[config.mk]
export PLATFORM = sky130hd
export DESIGN_NAME = msort_cmp
export DESIGN_NICKNAME = d
export VERILOG_FILES = /design/src/hw/rtl/msort_pkg.sv /design/src/hw/rtl/msort_cmp.sv
export SDC_FILE = /design/constraint.sdc
export NUM_CORES = 1
export LEC_CHECK = 0
export BUFFER_PORTS_ARGS = -buffer_cell sky130_fd_sc_hd__buf_4
export CAP_MARGIN = 20
export CORE_MARGIN = 5
export CORE_UTILIZATION = 38
export DETAILED_ROUTE_END_ITERATION = 6
export PLACE_DENSITY = 0.81
export SYNTH_ARGS = -nofsm -noshare
export SYNTH_HDL_FRONTEND = slang
export SYNTH_SLANG_ARGS = --single-unit
[constraint.sdc]
create_clock -name vclk -period 1.5
set_input_delay 0.15 -clock vclk [all_inputs]
set_output_delay 0.15 -clock vclk [all_outputs]
set_load 0.01 [all_outputs]
[src/hw/rtl/msort_pkg.sv]
// Shared types and constants for the merge sort engine.
// No dependencies; every other file of the block but msort_ram imports this package.
package msort_pkg;

    // Default capacity of the element store.
    localparam int MAX_ELEMENTS_DEF = 64;

    // Width of one element.
    localparam int VALUE_W = 32;

    // One input beat: an element and the end-of-set mark.
    typedef struct packed {
        logic signed [VALUE_W-1:0] in_value;
        logic                      in_last;
    } item_t;

    // One output beat: a sorted element and the end-of-run mark.
    typedef struct packed {
        logic signed [VALUE_W-1:0] out_value;
        logic                      out_last;
    } result_t;

    // Sequencer states, one-hot.
    typedef enum logic [8:0] {
        S_LOAD    = 9'b0_0000_0001,
        S_PAIR    = 9'b0_0000_0010,
        S_RDA     = 9'b0_0000_0100,
        S_RDB     = 9'b0_0000_1000,
        S_MERGE   = 9'b0_0001_0000,
        S_FILL    = 9'b0_0010_0000,
        S_NEXT    = 9'b0_0100_0000,
        S_OUTRD   = 9'b0_1000_0000,
        S_OUTSHOW = 9'b1_0000_0000
    } state_t;

endpackage

[src/hw/rtl/msort_cmp.sv]
// Shared compare unit of the merge step: picks the head of the right run or the left run.
// Uses msort_pkg for the element width.
module msort_cmp (
    input  logic signed [msort_pkg::VALUE_W-1:0] a_val,
    input  logic signed [msort_pkg::VALUE_W-1:0] b_val,
    input  logic                                 a_ok,
    input  logic                                 b_ok,
    output logic                                 take_b
);

    import msort_pkg::*;

    // The right head wins when the left run is empty or when strictly smaller, which keeps the sort stable.
    always_comb
    begin
        take_b = b_ok && (!a_ok || (a_val > b_val));
    end

endmodule

* Word level (Yosys, flattened, before mapping) *
Index checks and enable logic that the tools add are counted.

cells by class
  reductions and logical operators = 3
  order comparisons = 1
  $mul = 0
  $add $sub $neg = 0
  divide/modulo/power cells = 0
  bitwise logic cells = 0
  muxes and demuxes = 0
  eq/ne operators = 0
  shifts and indexed selects = 0

operators with widths
  cell                 count
  $gt A32 B32 Y1       1
  $logic_and A1 B1 Y1  1
  $logic_not A1 Y1     1
  $logic_or A1 B1 Y1   1

word-level totals
  memory bits (writable) = 0
  bits in read-only memories = 0
  memories kept = 0
  bits in registers = 0
  latch bits = 0
  output and inout port bits = 1
  bits of input ports = 66

* Logic depth before layout (Yosys ltp) *
  word-level depth = 3
  mapped depth = 8
  mapped depth without buffers = 8

* Least setup slack after synthesis *
OpenSTA, ideal clock, no wires.

  path type = input -> output
  start point = input port b_val[23] (netlist bit)
  end point = output port take_b
  cell stages on the path = 8
  data arrival time = 1414 ps
  slack = -64 ps
  cells stage by stage = inv_1 > ha_1 > a21oi_2 > o21a_1 > o221a_1 > o211ai_2 > o41ai_2 > a21oi_1

between the ends
  word-level cells in the longest chain between the ends = 3

RTL lines
  item                 line             RTL
  from (decl)          msort_cmp.sv:5   input logic signed [msort_pkg::VALUE_W-1:0] b_val,
  $gt A32 B32 Y1       msort_cmp.sv:16  take_b = b_ok && (!a_ok || (a_val > b_val));
  $logic_or A1 B1 Y1   msort_cmp.sv:16
  $logic_and A1 B1 Y1  msort_cmp.sv:16
  to (decl)            msort_cmp.sv:8   output logic take_b

No other way between the ends.

* Final worst setup path *
Same ends and word-level chain as after synthesis.

==> impl_metrics.py <==
metrics = {
    "outcome": {
        "outcome": "finished with violations",
        "violations": "negative setup slack",
    },
    "yosys": {
        "synth.area.mux_share_pct": 0,
        "synthDistinctLibCells": 25,
        "synth_cells": 112,
        "avgSynthCellArea_um2": 7.53,
        "synth_xor_area_share_pct": 0,
        "ys_warn_count": 0,
        "yosys.area_share.simple_pct": 14.1,
        "combinational_family_with_the_most_area_after_synthesis": "adder cells",
        "synth_nets": 210,
        "yosys.area_share.adder_pct": 47.5,
        "synth_compound_gate_area_share_pct": 24.2,
        "post_synth_instance_area_um2": 843,
        "ys_seq_area_share_pct": 0,
    },
    "final_layout": {
        "layout_commonest_cell": "buf_4",
        "final_cell_mix": "buf_4, inv_1, ha_4, ha_1, a21oi_2",
        "total_area_of_sequential_cells_um2": 0,
        "final_core_utilization_pct": 79.9,
        "nets": 290,
        "layout-drive-gt1-share_pct": 62.6,
        "n_sequential_cell": 0,
        "final.fill_count": 138,
        "synthToLayoutAreaGrowth_pct": 105,
        "n_clock_buffer": 0,
        "finish.cell_count_without_fillers": 218,
        "antenna-diode-count": 0,
    },
    "timing": {
        "achievable-frequency_ghz": 0.550,
        "timing_worst_slew_pin_value_ns": 0.293,
        "setup-tns-final_ns": -0.319,
        "hold_viol_final": 0,
        "fin_crit_sh_pct": 121,
        "grt_setup_unrepaired": "true",
        "postLayoutSetupSlackWorst_ns": -0.319,
        "period_minus_slack_ns": 1.82,
        "relSlewSlack_pct": 80.3,
        "setup_violations": 1,
        "fin_worst_hold_slack_ns": 0.570,
        "drv_slew": 0,
    },
    "routing": {
        "drt-vias-per-instance": 5.04,
        "via_count": 1098,
        "detail_route.drc_violations": 0,
        "initialDrtViolationCount": 20,
        "finalWirelength_um": 3080,
        "wire_per_inst_um": 14.1,
        "detail-route-antenna-nets": 0,
        "dr.pass1.iters": 4,
    },
    "placed_design": {
        "placement.setup.worst_slack_ns": -0.366,
        "finalWeightedCongestion": 0.803,
        "buffer_ports.inserted": 67,
        "numPlacedInstances": 214,
        "place.detailed.hpwl_um": 2360,
    },
    "floorplan": {
        "dieWidth_um": 57.1,
        "die_area_um2": 3260,
        "die_h_um": 57.1,
        "placementRows": 17,
        "core_area_um2": 2170,
        "floorplan.io_pins": 67,
        "floorplan.initialDensity_pct": 38.9,
    },
    "worst_setup_path": {
        "setup.worst_path.start_class": "primary input",
        "critical_path_sink_type": "output port",
        "worst-endpoint-arrival_ns": 1.67,
        "path_common_cell": "a21oi_2",
        "crit_type": "primary input to output port",
        "max_stage_delay_ns": 0.34,
        "worst-path-max-fanout": 3,
        "cp_data_required_time_ns": 1.35,
        "cp_slowest_cell": "o41ai_2",
        "timing.critical_path.cells": "buf_6 -> inv_4 -> ha_4 -> a21oi_2 -> o21a_1 -> o221a_1 -> o211ai_2 -> o41ai_2 -> a21oi_2 -> buf_4",
    },
    "global_route": {
        "first_global_vias": 1203,
        "grt_max_degree": 4,
        "grt_first_pass_wirelength_um": 4970,
        "initial_antenna_violation_count": 0,
        "groute.usage.overall_pct": 18.4,
        "overflow": 0,
    },
    "worst_hold_path": {
        "min_path_type": "primary input to output port",
    },
    "power": {
        "peakVddDrop_mv": 0.175,
        "power.static_leakage_nw": 0.909,
        "power_density_nw_per_um2": 278,
    },
    "job": {
        "drv.max_cap_violation_count": 0,
    },
    "clocking": {
        "cts.hold.buffers_added": 0,
    },
}
==> cell usage after synthesis (all sizes together) <==
master | count | share of area (%)
inv | 32 | 14
nor4 | 2 | 1.5
o41ai | 1 | 1.9
ha | 32 | 47
nor3 | 1 | 0.59
o21ai | 3 | 1.8
a2bb2oi | 1 | 1.0
nand4 | 8 | 6.7
or2b | 1 | 0.89
o22ai | 1 | 0.74
a21o | 5 | 4.6
nand3b | 1 | 0.89
a211oi | 1 | 0.89
or2 | 1 | 0.74
o211ai | 2 | 2.4
o21a | 1 | 0.89
o221a | 1 | 1.3
nor2b | 2 | 1.5
a21oi | 13 | 8.6
nand2 | 3 | 1.3
==> final timing paths <==
kind / startpoint / to / slack [ns] / cells past startpoint
worst max-delay path: b_val[23] / take_b / -0.32 / 10
worst min-delay path: a_ok / take_b / 0.57 / 3
==> cell families after synthesis <==
kind of cell             Yosys count
adder cells (fa/ha/maj)           32
buffers and inverters             32
AO/OA/AOI/OAI                     29
AND/OR/NAND/NOR                   19
==> metal layers <==
layer | GRT usage (%) | up-vias | share of wire (%)
met5 | 0 | - | 0
met4 | 2.65 | 0 | 1.2
met3 | 2.04 | 4 | 6.7
met2 | 39.3 | 49 | 56
met1 | 18.8 | 490 | 36
li1 | - | 555 | -
==> layout make-up <==
cell class         instances  area (um^2)  area share, %
inverters                 32          128           7.36
multi-input cells         80          973           56.2
well taps                 28         35.0           2.02
repair buffers            78          597           34.4
==> timing repair <==
item / 4_1_cts / 5_1_grt
gates resized for setup: 34 / 5
endpoints found under the setup margin: 1 / 1
gates cloned: 0 / 0
pin swaps: 17 / 2
setup buffers: 4 / 0
==> metrics by stage <==
stage               instance area [um^2]  total power [mW]
finish                              1730             0.482
global route                        1730             0.535
CTS                                 1710             0.455
detailed placement                  1450             0.375
global placement                    1450             0.357
floorplan                            860             0.174
==> where the power goes <==
part	switching (mW)	internal, mW
Combinational	0.195	0.287
Clock	0	0
Sequential	0	0
==> worst max-delay path: cells and delay by family <==
kind	cells	cell delay, ns
buffers and inverters	3	0.28
AOI/OAI and AO/OA	6	1.04
adders and majority gates	1	0.20
Power figures use the tool's default switching activity.
