===== config.mk =====
export PLATFORM = sky130hd
export DESIGN_NAME = msort_ram
export DESIGN_NICKNAME = d
export VERILOG_FILES = /design/src/hw/rtl/msort_ram.sv
export SDC_FILE = /design/constraint.sdc
export NUM_CORES = 2
export LEC_CHECK = 0
export BUFFER_PORTS_ARGS = -buffer_cell sky130_fd_sc_hd__buf_2
export CORE_MARGIN = 2
export CORE_UTILIZATION = 35
export CTS_CLUSTER_DIAMETER = 100
export DETAILED_ROUTE_END_ITERATION = 7
export HOLD_SLACK_MARGIN = 0.1
export MAX_ROUTING_LAYER = met4
export PLACE_DENSITY = 0.59
export SYNTH_ARGS = -nofsm -noshare
export SYNTH_HDL_FRONTEND = slang
export SYNTH_SLANG_ARGS = --single-unit

===== constraint.sdc =====
create_clock -name clk -period 4.1 [get_ports clk]
set_input_delay 0.82 -clock clk [delete_from_list [all_inputs] [get_ports clk]]
set_output_delay 0.82 -clock clk [all_outputs]
set_load 0.01 [all_outputs]

===== src/hw/rtl/msort_ram.sv =====
// Generic single-write, single-read RAM with a registered, enabled read port.
// Standalone; no package needed.
module msort_ram #(
    parameter int WIDTH = 32,
    parameter int DEPTH = 64
) (
    input  logic                     clk,
    input  logic                     we,
    input  logic [$clog2(DEPTH)-1:0] waddr,
    input  logic [WIDTH-1:0]         wdata,
    input  logic                     re,
    input  logic [$clog2(DEPTH)-1:0] raddr,
    output logic [WIDTH-1:0]         rdata
);

    logic [WIDTH-1:0] mem [DEPTH];
    logic [WIDTH-1:0] rdata_reg;

    // Write port.
    always_ff @(posedge clk)
    begin
        if (we)
        begin
            mem[waddr] <= wdata;
        end
    end

    // Read port; the data holds while no read is issued.
    always_ff @(posedge clk)
    begin
        if (re)
        begin
            rdata_reg <= mem[raddr];
        end
    end

    assign rdata = rdata_reg;

endmodule


## Word-level counts from Yosys, hierarchy flattened

Memory sizes are Yosys's and may differ from the RTL's. A register that Yosys moved wholly into a read port is not among the register bits.
Index checks and enable logic that the tools add are counted.

- Register bits: 0
- Latch bits: 0
- Memories: 1
- Input bits: 47
- RAM bits: 2048
- Output and inout port bits: 32
- ROM bits: 0

- Mux-type cells: 2
- Shifts and indexed selects: 0
- Bitwise logic cells: 0
- Reductions and logical operators: 0
- Add/sub/neg operators: 0
- Order comparisons: 0
- Multiply operators: 0
- Equality and inequality tests: 0
- Div/mod/pow operators: 0

Memories:

| memory | depth | bits a word | rd ports | clocked after memory_dff | write ports | RTL line | RTL |
|---|---|---|---|---|---|---|---|
| mem | 64 | 32 | 1 | 1 | 1 | 16 | `logic [WIDTH-1:0] mem [DEPTH];` |

Operators with widths:

| operator | number |
|---|---|
| 1-bit two-way mux | 2 |

## Depth between registers and ports, before layout

- Word-level depth: 2
- Mapped depth: 10

## Worst setup path before layout

No wires, ideal clock.

- Kind: input port to flip-flop
- Start: input waddr[3]
- End: memory mem[48][0], enable pin
- Setup time: 461 ps
- Stages on the path: 4
- Setup slack: 120 ps
- Arrival: 3519 ps
- Required time: 3639 ps
- Path through: clkbuf_1 -> nor2b_1 -> nand4b_1 -> nor3_1

RTL lines:

| what | RTL line | RTL |
|---|---|---|
| start, declared | 9 | `input logic [$clog2(DEPTH)-1:0] waddr,` |
| end, declared | 16 |  |

Straight into the memory's write port.

==> results by group <==
Job
  – MaxCap Viol Count: 0

Synthesis
  – Post-synthesis mux area share: 16.72%
  – Synth Cell Area: 78840 um^2
  – Compound-Gate Fraction of Synth Area: 1.666%
  – Post-Synth Adder-Cell Area: 0%
  – Post-Synth XOR/XNOR Area: 0%
  – EDFF count, synth: 2080
  – Synthesized Nets: 3371
  – Ys flop type: edfxtp_1
  – Flops & latches, synth: 2080
  – Register area share after synthesis: 79.23%
  – FFs w/ async S/R, synth: 0%
  – Mapped Avg Cell Area: 23.72 um^2
  – Yosys warnings: 0
  – Cell count after synthesis: 3324
  – Simple-Gate Fraction of Synth Area: 1.260%
  – Main combinational cell family by area after synthesis: multiplexers
  – Post-synth cell types: 33

Die
  – Row cnt: 174
  – Die area: 229100 um^2
  – Die W: 478.6 um
  – Boundary Pins: 79
  – Initial Utilization: 35.12%
  – Core box area: 224500 um^2
  – Die H: 478.6 um

Timing
  – Hold Violations, Final: 0
  – Actual slew at the worst max-slew pin: 1.291 ns
  – Max Fclk: 0.3225 GHz
  – Final Slew Violations: 0
  – Worst Skew: 0.02565 ns
  – # setup viols final: 0
  – RSZ-0062 raised after global routing: no
  – Slew margin rel.: 13.96%
  – Final setup TNS: 0 ns
  – Minimum clock period: 3.101 ns
  – Period utilization: 75.63%

Worst setup path
  – Startpoint Class: input port
  – CP Capture Type: flip-flop
  – Critical path fanouts, max: 25
  – CP Data Required Time: 4.65 ns
  – WP data arrival: 3.65 ns
  – Critical path class: in2reg

Routing
  – # DRC: 0
  – Vias: 37571
  – Drt via density: 5.503
  – Post-DR wirelength/cell: 30.77 um
  – Final WL: 210.1 mm
  – Post-route ant nets: 0
  – DR iter-0 viols: 4569
  – DRT Pass-1 Iters: 5

Place
  – Placed inst area: 84820 um^2
  – Placer Congestion: 0.7926
  – Port Buffers: 78
  – Detailed Place HPWL: 118.6 mm

Pwr
  – Leakage dissipation: 28.14 nW
  – Fraction of power spent switching nets: 21.29%
  – Pint: 0.03464 W
  – Sequential Power Share: 53.8%
  – Psw: 0.009370 W
  – Clock group share of total power: 41.2%
  – Comb power frac: 5.0%
  – Pwr dens: 482.1 nW/um^2
  – VDD IR-drop max: 336.8 uV

CTS
  – Postcts setup bufs: 0
  – H-tree depth: 4
  – Total CTS buffers: 208
  – Root Buffer: clkbuf_16
  – TritonCTS clock tree: yes
  – # resized after CTS: 0
  – CTS Sinks: 2080
  – # hold bufs at CTS: 0
  – Clock Latency Late Sink: 0.85 ns
  – Max Root-Sink Buffers: 3
  – Worst-path clk slew: 0.06 ns

Final layout
  – Area growth from synthesis to layout: 15.80%
  – Fin area: 91290 um^2
  – Share of cells above drive strength 1: 31.29%
  – Multi-input gate area: 15970 um^2
  – Flip-flop count of the largest register after layout: 2048
  – Fillers: 19364
  – Nets: 3696
  – Sequential cell area: 62460 um^2

Global route
  – Grt ovf: 0
  – GRT Total Usage: 18.76%
  – Global-route wire length before repair: 293.8 mm
  – Vias in the first global route: 37782
  – Largest net degree at the start of global routing: 79
  – Antenna violations before repair: 26

Outcome
  – Status: completed

Worst hold path
  – Worst hold path class: in2reg
final timing paths:
check             start     endpoint  slack (ns)  cells past startpoint
max            raddr[0]     rdata[8]         1.0                      8
min           wdata[19]  mem[38][19]        0.55                      1
max reg2reg  mem[4][24]    rdata[24]        1.67                      4
min reg2reg  mem[58][8]     rdata[8]        0.96                      5
cell families (layout without fill, tap and decap cells):
family,after synthesis,count (layout)
flip-flops,2080,2080
multiplexers,637,637
AND/OR/NAND/NOR,223,223
AO/OA/AOI/OAI,202,202
buffers and inverters,182,674
other,0,19
worst max-delay path, stage by stage:
cell	delay, ns
buf_8	0.33
buf_12	0.29
buf_4	0.32
mux4_2	0.56
mux2i_1	0.16
nor2_1	0.07
a311oi_1	0.90
nor3_1	0.11
per-stage QoR:
step	util (%)	setup WS (ns)	hold slack, ns	total power (W)	std cells
3_3_place_gp	37.79	0.1525	0.9714	0.02633	6431
3_5_place_dp	37.79	0.1601	0.9553	0.02636	6431
6_report	40.67	0.9993	0.5480	0.04401	6827
5_1_grt	40.66	0.8795	0.5513	0.04522	6819
4_1_cts	40.65	1.085	0.4948	0.04433	6808
2_1_floorplan	-	0.1202	0.7502	0.02524	3324
power groups by stage:
stage / clock [W] / combinational, W / sequential [W]
floorplan: 0 / 0.00115 / 0.0241
global placement: 0 / 0.00220 / 0.0241
detailed placement: 0 / 0.00222 / 0.0241
CTS: 0.0184 / 0.00223 / 0.0237
global route: 0.0192 / 0.00234 / 0.0237
finish: 0.0181 / 0.00220 / 0.0237
layout make-up:
type | count | share of cell area, %
Sequential cell | 2080 | 68.42
Antenna cell | 19 | 0.05208
Multi-Input combinational cell | 1062 | 17.49
Timing Repair Buffer | 297 | 2.899
Clock inverter | 116 | 1.027
Clock buffer | 261 | 6.012
Tap cell | 2992 | 4.101
cell usage in the layout, fill, tap and decap left out, types with 19 or more instances in the layout:
| cell type | Yosys | final |
|---|---|---|
| clkinv_1 | 0 | 45 |
| buf_12 | 0 | 46 |
| buf_4 | 25 | 173 |
| nand2_1 | 26 | 25 |
| mux4_2 | 544 | 544 |
| clkinv_2 | 0 | 40 |
| clkbuf_1 | 74 | 49 |
| nor2_4 | 0 | 62 |
| o221ai_1 | 27 | 27 |
| clkbuf_16 | 0 | 212 |
| a21oi_1 | 62 | 62 |
| diode_2 | 0 | 19 |
| nor2_1 | 137 | 75 |
| edfxtp_1 | 2080 | 2080 |
| buf_2 | 57 | 74 |
| o22ai_1 | 84 | 84 |
| mux2i_1 | 93 | 93 |
Yosys cell counts, types with 5 or more instances:
| master | number | area [um^2] |
|---|---|---|
| a21oi_1 | 62 | 310.3 |
| a22oi_1 | 12 | 90.09 |
| a311oi_1 | 8 | 70.07 |
| buf_1 | 21 | 78.83 |
| buf_2 | 57 | 285.3 |
| buf_4 | 25 | 187.7 |
| buf_6 | 5 | 56.30 |
| clkbuf_1 | 74 | 277.8 |
| edfxtp_1 | 2080 | 62460 |
| mux2i_1 | 93 | 930.9 |
| mux4_2 | 544 | 12250 |
| nand2_1 | 26 | 97.59 |
| nand2b_1 | 8 | 50.05 |
| nand3_1 | 5 | 25.02 |
| nand3b_1 | 5 | 37.54 |
| nor2_1 | 137 | 514.2 |
| nor2b_1 | 15 | 93.84 |
| nor3_1 | 7 | 35.03 |
| o221ai_1 | 27 | 236.5 |
| o22ai_1 | 84 | 525.5 |
metal layers:
metal	wire length (um)	track usage, %	share of wire [%]
met1	83970	24.43	40
met2	103500	29.74	49
met3	16310	3.655	7.8
met4	6355	6.040	3.0
met5	0	-	0
Power figures use the tool's default switching activity.
